## config.mk

```make
export PLATFORM = sky130hd
export DESIGN_NAME = periodic_poll_scheduler
export DESIGN_NICKNAME = d
export VERILOG_FILES = /design/src/design/pps_pkg.sv /design/src/design/pps_ctrl.sv /design/src/design/pps_datapath.sv /design/src/design/periodic_poll_scheduler.sv
export SDC_FILE = /design/constraint.sdc
export NUM_CORES = 2
export LEC_CHECK = 0
export ABC_AREA = 1
export BUFFER_PORTS_ARGS = -buffer_cell sky130_fd_sc_hd__buf_2
export CELL_PAD_IN_SITES_DETAIL_PLACEMENT = 1
export CELL_PAD_IN_SITES_GLOBAL_PLACEMENT = 1
export CORE_MARGIN = 5
export CORE_UTILIZATION = 54
export CTS_CLUSTER_SIZE = 40
export DETAILED_ROUTE_END_ITERATION = 8
export GPL_TIMING_DRIVEN = 0
export PLACE_DENSITY_LB_ADDON = 0.1
export RECOVER_POWER = 100
export SYNTH_ARGS = -nofsm -noshare
export SYNTH_HDL_FRONTEND = slang
export SYNTH_HIERARCHICAL = 1
export SYNTH_SLANG_ARGS = --single-unit
```

## constraint.sdc

```tcl
create_clock -name clk_i -period 11.3 [get_ports clk_i]
set_input_delay 0.565 -clock clk_i [delete_from_list [all_inputs] [get_ports clk_i]]
set_output_delay 0.565 -clock clk_i [all_outputs]
set_load 0.005 [all_outputs]
```

## src/design/pps_pkg.sv

```systemverilog
// Shared types and constants for the periodic poll scheduler.
`default_nettype none
package pps_pkg;
  localparam int unsigned SLOTS = 16;
  localparam int unsigned SLOT_BITS = 4;
  localparam int unsigned TIME_BITS = 32;
  localparam int unsigned RATE_BITS = 24;
  localparam int unsigned CNT_BITS = 5;
  localparam logic [15:0] SLEEP_RESET_MS = 16'd50;

  typedef enum logic [2:0] {
    OP_ADD    = 3'd0,
    OP_PUSH   = 3'd1,
    OP_REMOVE = 3'd2,
    OP_FINISH = 3'd3,
    OP_TICK   = 3'd4,
    OP_START  = 3'd5,
    OP_STOP   = 3'd6,
    OP_NONE   = 3'd7
  } op_e;

  typedef struct packed {
    logic                 accept;
    logic                 scan_rd;
    logic [SLOT_BITS-1:0] scan_idx;
    logic                 finish;
  } cmd_t;

  typedef struct packed {
    logic need_dispatch;
  } status_t;
endpackage
`default_nettype wire

```

## src/design/pps_ctrl.sv

```systemverilog
// Controller: sequences accept, table scan, dispatch and result handshake.
`default_nettype none
module pps_ctrl (
  input  wire logic            clk_i,
  input  wire logic            rst_ni,
  input  wire logic            in_valid_i,
  output logic                 in_stall_o,
  output logic                 out_valid_o,
  input  wire logic            out_stall_i,
  input  wire pps_pkg::status_t status_i,
  output pps_pkg::cmd_t        cmd_o
);
  typedef enum logic [1:0] {S_IDLE, S_SCAN, S_DRAIN, S_FINAL} state_e;

  state_e                        state_q;
  logic [pps_pkg::SLOT_BITS-1:0] idx_q;
  logic                          out_valid_q;
  logic                          accept;

  assign in_stall_o  = (state_q != S_IDLE) || out_valid_q;
  assign accept      = in_valid_i && !in_stall_o;
  assign out_valid_o = out_valid_q;

  always_comb begin
    cmd_o          = '0;
    cmd_o.accept   = accept;
    cmd_o.scan_rd  = (state_q == S_SCAN);
    cmd_o.scan_idx = idx_q;
    cmd_o.finish   = (state_q == S_FINAL);
  end

  always_ff @(posedge clk_i or negedge rst_ni) begin
    if (!rst_ni) begin
      state_q     <= S_IDLE;
      idx_q       <= '0;
      out_valid_q <= 1'b0;
    end else begin
      if (out_valid_q && !out_stall_i) out_valid_q <= 1'b0;
      case (state_q)
        S_IDLE: begin
          if (accept) begin
            idx_q <= '0;
            if (status_i.need_dispatch) state_q <= S_SCAN;
            else out_valid_q <= 1'b1;
          end
        end
        S_SCAN: begin
          idx_q <= idx_q + 1'b1;
          if (idx_q == pps_pkg::SLOT_BITS'(pps_pkg::SLOTS - 1)) state_q <= S_DRAIN;
        end
        S_DRAIN: state_q <= S_FINAL;
        S_FINAL: begin
          out_valid_q <= 1'b1;
          state_q     <= S_IDLE;
        end
        default: state_q <= S_IDLE;
      endcase
    end
  end
endmodule
`default_nettype wire

```

## src/design/pps_datapath.sv

```systemverilog
// Datapath: slot table, queue, clock, sleep timer, scan evaluation and results.
`default_nettype none
module pps_datapath (
  input  wire logic                          clk_i,
  input  wire logic                          rst_ni,
  input  wire pps_pkg::cmd_t                 cmd_i,
  output pps_pkg::status_t                   status_o,
  input  wire logic [2:0]                    operation_i,
  input  wire logic [3:0]                    slot_i,
  input  wire logic [23:0]                   rate_ms_i,
  input  wire logic                          psel,
  input  wire logic                          penable,
  input  wire logic                          pwrite,
  input  wire logic [0:0]                    paddr,
  input  wire logic [31:0]                   pwdata,
  output logic [31:0]                        prdata,
  output logic                               issued_o,
  output logic [3:0]                         issued_slot_o,
  output logic                               slept_o,
  output logic [23:0]                        sleep_ms_o,
  output logic [4:0]                         queue_length_o,
  output logic                               busy_res_o
);
  localparam int unsigned N  = pps_pkg::SLOTS;
  localparam int unsigned SB = pps_pkg::SLOT_BITS;
  localparam int unsigned TB = pps_pkg::TIME_BITS;
  localparam int unsigned RB = pps_pkg::RATE_BITS;
  localparam int unsigned CB = pps_pkg::CNT_BITS;

  logic [RB-1:0] rate_mem [N];
  logic [TB-1:0] last_mem [N];
  logic [RB-1:0] rd_rate_q;
  logic [TB-1:0] rd_last_q;
  logic [SB-1:0] ev_slot_q;
  logic          ev_vld_q;

  logic [N-1:0]  valid_q, polled_q, mark_q;
  logic [SB-1:0] q_q [N];
  logic [CB-1:0] count_q;
  logic          active_q;
  logic [SB-1:0] active_slot_q;
  logic          stopped_q;
  logic [TB-1:0] time_q;
  logic [RB-1:0] sleep_left_q;
  logic          sleeping_q;
  logic [15:0]   def_sleep_q;
  logic [RB-1:0] best_q;
  logic          found_q;
  logic          issued_q, slept_q;
  logic [SB-1:0] issued_slot_q;
  logic [RB-1:0] sleep_ms_q;

  pps_pkg::op_e  op;
  logic [TB-1:0] elapsed;
  logic          ev_due, ev_later;
  logic [RB-1:0] ev_delay;
  logic [N-1:0]  hit, after;

  assign op = pps_pkg::op_e'(operation_i);

  // Configuration register.
  always_ff @(posedge clk_i or negedge rst_ni) begin
    if (!rst_ni) begin
      def_sleep_q <= pps_pkg::SLEEP_RESET_MS;
    end else if (psel && penable && pwrite && (paddr == 1'b0)) begin
      def_sleep_q <= pwdata[15:0];
    end
  end
  assign prdata = (paddr == 1'b0) ? {16'd0, def_sleep_q} : 32'd0;

  always_comb begin
    status_o = '0;
    case (op)
      pps_pkg::OP_FINISH: status_o.need_dispatch = active_q;
      pps_pkg::OP_TICK:   status_o.need_dispatch = sleeping_q && !active_q &&
                                                   (sleep_left_q <= RB'(1));
      pps_pkg::OP_START:  status_o.need_dispatch = (count_q == '0) && !active_q;
      default:            status_o.need_dispatch = 1'b0;
    endcase
  end

  // Table memories with registered reads.
  always_ff @(posedge clk_i) begin
    if (cmd_i.accept && op == pps_pkg::OP_ADD && !valid_q[slot_i])
      rate_mem[slot_i] <= rate_ms_i;
    if (cmd_i.accept && op == pps_pkg::OP_FINISH && active_q && valid_q[active_slot_q])
      last_mem[active_slot_q] <= time_q;
    rd_rate_q <= rate_mem[cmd_i.scan_idx];
    rd_last_q <= last_mem[cmd_i.scan_idx];
    ev_slot_q <= cmd_i.scan_idx;
  end

  assign elapsed  = time_q - rd_last_q;
  assign ev_later = polled_q[ev_slot_q] && (elapsed < {{(TB-RB){1'b0}}, rd_rate_q});
  assign ev_due   = valid_q[ev_slot_q] && !ev_later;
  assign ev_delay = rd_rate_q - elapsed[RB-1:0];

  // Locate a removed slot in the queue; entries at and above it move down.
  always_comb begin
    for (int i = 0; i < N; i++)
      hit[i] = (q_q[i] == slot_i) && (CB'(i) < count_q);
    after[0] = hit[0];
    for (int i = 1; i < N; i++) after[i] = after[i-1] | hit[i];
  end

  assign issued_o       = issued_q;
  assign issued_slot_o  = issued_slot_q;
  assign slept_o        = slept_q;
  assign sleep_ms_o     = sleep_ms_q;
  assign queue_length_o = count_q;
  assign busy_res_o     = active_q;

  always_ff @(posedge clk_i or negedge rst_ni) begin
    if (!rst_ni) begin
      ev_vld_q      <= 1'b0;
      valid_q       <= '0;
      polled_q      <= '0;
      mark_q        <= '0;
      count_q       <= '0;
      active_q      <= 1'b0;
      active_slot_q <= '0;
      stopped_q     <= 1'b0;
      time_q        <= '0;
      sleep_left_q  <= '0;
      sleeping_q    <= 1'b0;
      best_q        <= '0;
      found_q       <= 1'b0;
      issued_q      <= 1'b0;
      issued_slot_q <= '0;
      slept_q       <= 1'b0;
      sleep_ms_q    <= '0;
    end else begin
      ev_vld_q <= cmd_i.scan_rd;
      if (cmd_i.accept) begin
        issued_q      <= 1'b0;
        issued_slot_q <= '0;
        slept_q       <= 1'b0;
        sleep_ms_q    <= '0;
        found_q       <= 1'b0;
        best_q        <= '0;
        case (op)
          pps_pkg::OP_ADD: begin
            if (!valid_q[slot_i]) begin
              valid_q[slot_i]  <= 1'b1;
              polled_q[slot_i] <= 1'b0;
            end
          end
          pps_pkg::OP_PUSH: begin
            if (!mark_q[slot_i] && count_q < CB'(N)) begin
              for (int i = 1; i < N; i++) q_q[i] <= q_q[i-1];
              q_q[0]         <= slot_i;
              count_q        <= count_q + 1'b1;
              mark_q[slot_i] <= 1'b1;
            end
          end
          pps_pkg::OP_REMOVE: begin
            for (int i = 0; i < N - 1; i++)
              if (after[i]) q_q[i] <= q_q[i+1];
            if (mark_q[slot_i]) count_q <= count_q - 1'b1;
            mark_q[slot_i]   <= 1'b0;
            valid_q[slot_i]  <= 1'b0;
            polled_q[slot_i] <= 1'b0;
          end
          pps_pkg::OP_FINISH: begin
            if (active_q) begin
              if (valid_q[active_slot_q]) polled_q[active_slot_q] <= 1'b1;
              active_q <= 1'b0;
            end
          end
          pps_pkg::OP_TICK: begin
            time_q <= time_q + 1'b1;
            if (sleeping_q) begin
              if (sleep_left_q != '0) sleep_left_q <= sleep_left_q - 1'b1;
              if (sleep_left_q <= RB'(1)) sleeping_q <= 1'b0;
            end
          end
          pps_pkg::OP_START: begin
            if (count_q == '0 && !active_q) stopped_q <= 1'b0;
          end
          pps_pkg::OP_STOP: begin
            stopped_q <= 1'b1;
            count_q   <= '0;
            mark_q    <= '0;
          end
          default: ;
        endcase
      end
      // Evaluate one table entry: append if due, track the nearest due time.
      if (ev_vld_q) begin
        if (ev_due && !stopped_q && !mark_q[ev_slot_q] && count_q < CB'(N)) begin
          q_q[count_q[SB-1:0]] <= ev_slot_q;
          count_q              <= count_q + 1'b1;
          mark_q[ev_slot_q]    <= 1'b1;
        end
        if (valid_q[ev_slot_q] && ev_later && (!found_q || ev_delay < best_q)) begin
          best_q  <= ev_delay;
          found_q <= 1'b1;
        end
      end
      if (cmd_i.finish) begin
        if (count_q == '0) begin
          if (found_q) begin
            sleep_left_q <= best_q;
            sleep_ms_q   <= best_q;
          end else if (def_sleep_q == '0) begin
            sleep_left_q <= RB'(1);
            sleep_ms_q   <= RB'(1);
          end else begin
            sleep_left_q <= RB'(def_sleep_q);
            sleep_ms_q   <= RB'(def_sleep_q);
          end
          sleeping_q <= 1'b1;
          slept_q    <= 1'b1;
        end else begin
          for (int i = 0; i < N - 1; i++) q_q[i] <= q_q[i+1];
          count_q         <= count_q - 1'b1;
          mark_q[q_q[0]]  <= 1'b0;
          active_q        <= 1'b1;
          active_slot_q   <= q_q[0];
          issued_q        <= 1'b1;
          issued_slot_q   <= q_q[0];
        end
      end
    end
  end
endmodule
`default_nettype wire

```

## src/design/periodic_poll_scheduler.sv

```systemverilog
// An item that does not dispatch gives its result in the cycle after it is taken;
// one that dispatches first scans the table (one table entry read per cycle over
// 16 entries), then issues a slot or sleeps. No new item is taken while one is in
// flight; the next item is taken the cycle after the result is taken. Reset clears
// table marks, queue, clock and sleep state at once; default sleep returns to 50 ms.
`default_nettype none
module periodic_poll_scheduler (
  input  wire logic        clk_i,
  input  wire logic        rst_ni,
  input  wire logic        in_valid_i,
  output logic             in_stall_o,
  input  wire logic [2:0]  operation_i,
  input  wire logic [3:0]  slot_i,
  input  wire logic [23:0] rate_ms_i,
  output logic             out_valid_o,
  input  wire logic        out_stall_i,
  output logic             issued_o,
  output logic [3:0]       issued_slot_o,
  output logic             slept_o,
  output logic [23:0]      sleep_ms_o,
  output logic [4:0]       queue_length_o,
  output logic             busy_res_o,
  input  wire logic        psel,
  input  wire logic        penable,
  input  wire logic        pwrite,
  input  wire logic [0:0]  paddr,
  input  wire logic [31:0] pwdata,
  output logic [31:0]      prdata,
  output logic             pready
);
  pps_pkg::cmd_t    cmd;
  pps_pkg::status_t status;

  assign pready = 1'b1;

  pps_ctrl u_ctrl (
    .clk_i       (clk_i),
    .rst_ni      (rst_ni),
    .in_valid_i  (in_valid_i),
    .in_stall_o  (in_stall_o),
    .out_valid_o (out_valid_o),
    .out_stall_i (out_stall_i),
    .status_i    (status),
    .cmd_o       (cmd)
  );

  pps_datapath u_dp (
    .clk_i          (clk_i),
    .rst_ni         (rst_ni),
    .cmd_i          (cmd),
    .status_o       (status),
    .operation_i    (operation_i),
    .slot_i         (slot_i),
    .rate_ms_i      (rate_ms_i),
    .psel           (psel),
    .penable        (penable),
    .pwrite         (pwrite),
    .paddr          (paddr),
    .pwdata         (pwdata),
    .prdata         (prdata),
    .issued_o       (issued_o),
    .issued_slot_o  (issued_slot_o),
    .slept_o        (slept_o),
    .sleep_ms_o     (sleep_ms_o),
    .queue_length_o (queue_length_o),
    .busy_res_o     (busy_res_o)
  );
endmodule
`default_nettype wire
```

# Yosys cells after proc, flatten, opt, wreduce, memory -nomap -nowiden
# Memories as Yosys holds them, arrays and structs flattened. A register that Yosys moved wholly into a read port is not among the register bits.
# Index checks and enable logic that the tools add are counted.
[word_totals] regBits=199 ramBits=960 input_bits=71 out_inout_bits=71 memories=3
[op_classes] n_addsub=7 order_cmp=27 eq_ne=46 muxes=195 bitwise_logic=98 reduce_logical=86
[mem_list] name="u_dp.last_mem" words=16 width=32 rd=1 rd_clocked_by_memory_dff=1 wr=1 line="pps_datapath.sv:31" source="logic [TB-1:0] last_mem [N];"
[mem_list] name="u_dp.rate_mem" words=16 width=24 rd=1 rd_clocked_by_memory_dff=1 wr=1 line="pps_datapath.sv:30" source="logic [RB-1:0] rate_mem [N];"
[mem_list] name="u_dp.q_q" words=16 width=4 rd=16 rd_clocked_by_memory_dff=0 wr=17 line="pps_datapath.sv:38" source="logic [SB-1:0] q_q [N];"
[ops] op="$mux 24" count=13
[ops] op="$mux 16" count=12
[ops] op="$mux 4" count=34
[ops] op="$mux 1" count=107
[ops] op="$pmux 16 s3" count=2
[ops] op="$and 16x16->16" count=4
[ops] op="$or 16x16->16" count=4
[ops] op="$eq 4x4->1" count=15
[ops] op="$eq 4x4->1 const B" count=15
[ops] op="$logic_and 1x1->1" count=58
[ops] op="$or 1x1->1" count=44
[ops] op="$lt 4x5->1 const A" count=7
[ops] op="$mux 5" count=7
[ops] op="$add 32x1->32 const B" count=1
[ops] op="$lt 32x24->1" count=1
[ops] op="$not 16->16" count=2
[ops] op="$pmux 16 s2" count=1
[ops] op="$sub 32x32->32" count=1
[ops] op="$and 1x1->1" count=28
[ops] op="$bmux 1 s4" count=6
[ops] op="$le 24x1->1 const B" count=1
[ops] op="$lt 24x24->1" count=1
[ops] op="$reduce_bool 24->1" count=1
[ops] op="$sub 24x1->24 const B" count=1
[ops] op="36 further kinds" count=93

# Logic depth before layout (Yosys ltp)
[logic_depth] ltp_word=26 depth_mapped=34

# Modules after synthesis
# The synthesis kept the hierarchy.
[modules_own_cells] mod="pps_datapath" n_inst=1 cells_each=5262 area_each_um2=56347.8
[modules_own_cells] mod="pps_ctrl" n_inst=1 cells_each=57 area_each_um2=466.7
[modules_own_cells] mod="periodic_poll_scheduler" n_inst=1 cells_each=2 area_each_um2=11.3

# Worst setup path after synthesis
# No wires, ideal clock.
[synth_timing] path_kind="register to register" start="register u_dp.time_q[0]" end="register u_dp.best_q[10]" setup_ps=117 t_arrival_ps=4764 t_required_ps=11183 setup_slack_ps=6419 stages_incl_launch_ff=31 path_cell_list="dfrtp_1 -> inv_1 -> ha_1 -> inv_1 -> fa_1 -> nand3_1 -> nand3_2 -> a21oi_2 -> o21bai_2 -> xor2_1 -> ha_1 -> nand2_1 -> nor2_1 -> nand2_1 -> o211ai_1 -> a31oi_1 -> o21ai_0 -> a21boi_0 -> o211ai_1 -> nand2_1 -> ha_1 -> a21oi_1 -> o221a_2 -> a21oi_1 -> nor2_1 -> nor2_1 -> nor3_4 -> nand2_2 -> buf_6 -> nand2_1 -> nand2_1"
[synth_via] elab_chain_len=7 word_cells_on_any_way=10 cone_classes="add/sub: 2; order compare: 2; mux: 2; reduce/logical: 4"
[synth_lines] item="start, declared" line="pps_datapath.sv:43" source="logic [TB-1:0] time_q;"
[synth_lines] item="start signal, assigned" line="pps_datapath.sv:171" source="time_q <= time_q + 1'b1;"
[synth_lines] item="$sub 32x32->32 (*)" line="pps_datapath.sv:93" source="assign elapsed = time_q - rd_last_q;"
[synth_lines] item="$sub 24x24->24 / $lt 32x24->1 (equally long branches)" line="pps_datapath.sv:96, pps_datapath.sv:94"
[synth_lines] item="$lt 24x24->1 / $logic_and 1x1->1 (equally long branches)" line="pps_datapath.sv:195, pps_datapath.sv:94"
[synth_lines] item="$logic_or 1x1->1 / $logic_and 1x1->1 (equally long branches)" line="pps_datapath.sv:195" source="if (valid_q[ev_slot_q] && ev_later && (!found_q || ev_delay < best_q)) begin"
[synth_lines] item="$logic_and 1x1->1" line="pps_datapath.sv:195"
[synth_lines] item="$mux 24 (*)" line="pps_datapath.sv:195"
[synth_lines] item="$mux 24 (*)" line="pps_datapath.sv:189" source="if (ev_vld_q) begin"
[synth_lines] item="end signal, assigned" line="pps_datapath.sv:196" source="best_q <= ev_delay;"
[synth_lines] item="end, declared" line="pps_datapath.sv:47" source="logic [RB-1:0] best_q;"
# Mark *: on every way between the ends. The rest lies on a longest branch, timed or not.
# A chain may end at the register's enable or synchronous reset.

# Worst setup path after layout
[layout_timing] start="register u_dp.time_q[0]" end="register u_dp.best_q[9]"
# Same word-level chain as after synthesis.

==> flow_summary.toml <==
[timing]
fmax_mhz = 131
min_period_ps = 7640
whs_ps = 62.9
finalCritPeriodShare = 0.676
layout_setup_ws_ps = 3660
setup_viol = 0
skew_ps = 17.9
hold_viol_final = 0
worst_pin_slew_ps = 4170
rsz0062_at_grt = "no"
final_max_slew_viol_count = 924
max_slew_margin = -1.78
tns_ps = 0

[worst_setup_path]
start_kind = "register"
crit_arrival_ps = 8280
slowest_stage = "dfrtp_1"
worstSetupPathType = "reg -> reg"
path_common_cell = "nand2_1"
slowest_delay_ps = 880
cp_max_fo = 20
critPathRequiredTime_ps = 11940
crit_path_end_kind = "register"

[placement]
place_area_mm2 = 0.0602
dp_cells = 6869
dp.final_hpwl_um = 140000
gp_congestion = 0.957
post-place-ws_ps = 4740
portBuffers = 103

[grt]
grt_pass1_wl_um = 304000
grt_pass1_vias = 47000
antenna_found_initial = 11
grt_start_max_net_pins = 107
grt_use_total = 0.366
grt-ovfl-total = 0

[routing]
drc = 0
wire_per_inst_um = 29.3
drtAntennaViolNets = 0
firstDrtPassIters = 6
viasPerCell = 6.30
drt_first_iter_violations = 4767
num_vias = 44800
drt-total-wl_um = 209000

[layout]
final_cell_area_mm2 = 0.0634
final_util = 0.604
layout_commonest_cell = "edfxtp_1"
drive_above_1_share = 0.0614
syn_to_final_growth_pct = 11.6
instances_no_fill = 7114
n_fill_cell = 11200
final_cell_mix = "edfxtp_1, nand2_1, inv_1, o21ai_0, a21oi_1"
nNetsFinal = 5801

[yosys]
yosysTopAreaCell = "edfxtp_1"
synthFlopType = "edfxtp_1"
synth_cell_types = 71
synth_top_area_frac = 0.507
ys_seq_area_frac = 0.614
yosysWarnings = 6
synth_edf_count = 960
avgSynthCellArea_um2 = 10.7
ys_async_sr_fraction = 0.160
synth_area_leaders = "edfxtp_1, dfrtp_1, nand2_1"
syn_area_mm2 = 0.0568
synth_seq_cells = 1215
syn_inst = 5321

[floorplanning]
core_mm2 = 0.105
rows = 119
pin_count = 142
die_x_um = 334
start_util = 0.541
fp.dieArea_mm2 = 0.112
fp.dieH_um = 334

[power]
powerDensity_mw_per_mm2 = 253
vdd_drop_max_uv = 164
power_leakage_nw = 24.2
total_power_mw = 16.1

[status]
violations = "capacitance limit, slew limit"
outcome = "finished with violations"

[clock_tree]
h-tree-depth = 4
max-clock-path-buffers = 3
cts_buffers = 131
cts-root-buf = "clkbuf_16"
path_clk_slew_ps = 60
cts.sink_count = 1215
clock_latency_ps = 760
cts_resized = 0
cts_tree = "yes"

[job]
maxCapViolCount = 48

[min_path]
hp-class = "in -> reg"
## Yosys cell counts (all sizes together) (10+ instances only)
master	n
edfxtp	960
nand2	771
inv	657
o21ai	509
a21oi	396
nor2	327
o211ai	234
nand3	229
mux2i	224
dfrtp	192
clkbuf	172
ha	115
buf	88
xor2	82
dfxtp	60
o22ai	52
nand4	44
nor3	36
xnor2	33
o21bai	16
nor4	15
and2	14
a22oi	10
## worst max-delay path, delay by kind of cell, from the launching register on
family,cells,cell delay (ps)
compound gates,6,1430
xor+xnor,2,690
fa+ha+maj,4,1130
buf+inv,3,540
flops,1,880
simple gates,18,2860
## registers in the layout, summed over array words and instances (netlist names), 5 cells and up, named ones only
name and count:
u_dp/last_mem 512, u_dp/rate_mem 384, u_dp/q_q 64, u_dp/rd_last_q 32, u_dp/time_q 32, u_dp/best_q 24
u_dp/rd_rate_q 24, u_dp/sleep_left_q 24, u_dp/sleep_ms_o 24, u_dp/def_sleep_q 16, u_dp/mark_q 16, u_dp/polled_q 16
u_dp/queue_length_o 5
## logic make-up (layout without fill, tap and decap cells)
group	after synthesis	in the layout	share of synthesized area
xor+xnor	115	115	0.0177
buf+inv	923	1305	0.0642
mux	227	227	0.0401
simple gates	1452	1452	0.109
flops	1215	1215	0.614
other cells	2	22	0.000132
fa+ha+maj	117	117	0.0260
compound gates	1270	1270	0.128
## power breakdown
part / switching [mW] / internal, mW
combinational: 4.25 / 1.90
clock: 1.84 / 2.54
sequential: 0.352 / 5.18
## path summary, 6_finish.rpt
check	from	end	slack, ps	cells after the start
max	u_dp/time_q[0]	u_dp/best_q[9]	3660	33
min	pwdata[5]	u_dp/def_sleep_q[5]	60	3
max reg2reg	u_dp/time_q[0]	u_dp/best_q[9]	3660	33
min reg2reg	u_dp/issued_o	u_dp/issued_o	500	2
max in group asynchronous	rst_ni	u_dp/time_q[4]	5220	4
min in group asynchronous	rst_ni	u_dp/mark_q[7]	810	2
## final cells by class
class | instances | area, um2 | share of cell area
sequential | 1215 | 34900 | 0.550
multi-input combinational | 3198 | 18200 | 0.287
clock buffer | 176 | 3630 | 0.0573
inverter | 663 | 2490 | 0.0393
tap | 1391 | 1740 | 0.0274
buffer | 260 | 1120 | 0.0177
clock inverter | 62 | 674 | 0.0106
timing repair buffer | 144 | 634 | 0.0100
antenna | 5 | 12.5 | 0.000197
## per-layer routing
metal / wire [um] / GRT usage / part of all wire
met1: 79200 / 0.473 / 0.38
met2: 97500 / 0.595 / 0.47
met3: 19600 / 0.0652 / 0.094
met4: 12500 / 0.194 / 0.060
met5: 27 / 0 / 0.00013
## repair_timing
item                                    4_1_cts  5_1_grt
hold endpoints to repair                     19        0
hold buffers                                  1        0
setup buffers                                 0        0
endpoints found under the setup margin        0        0
No activity file was read; power rests on OpenSTA's default activity.
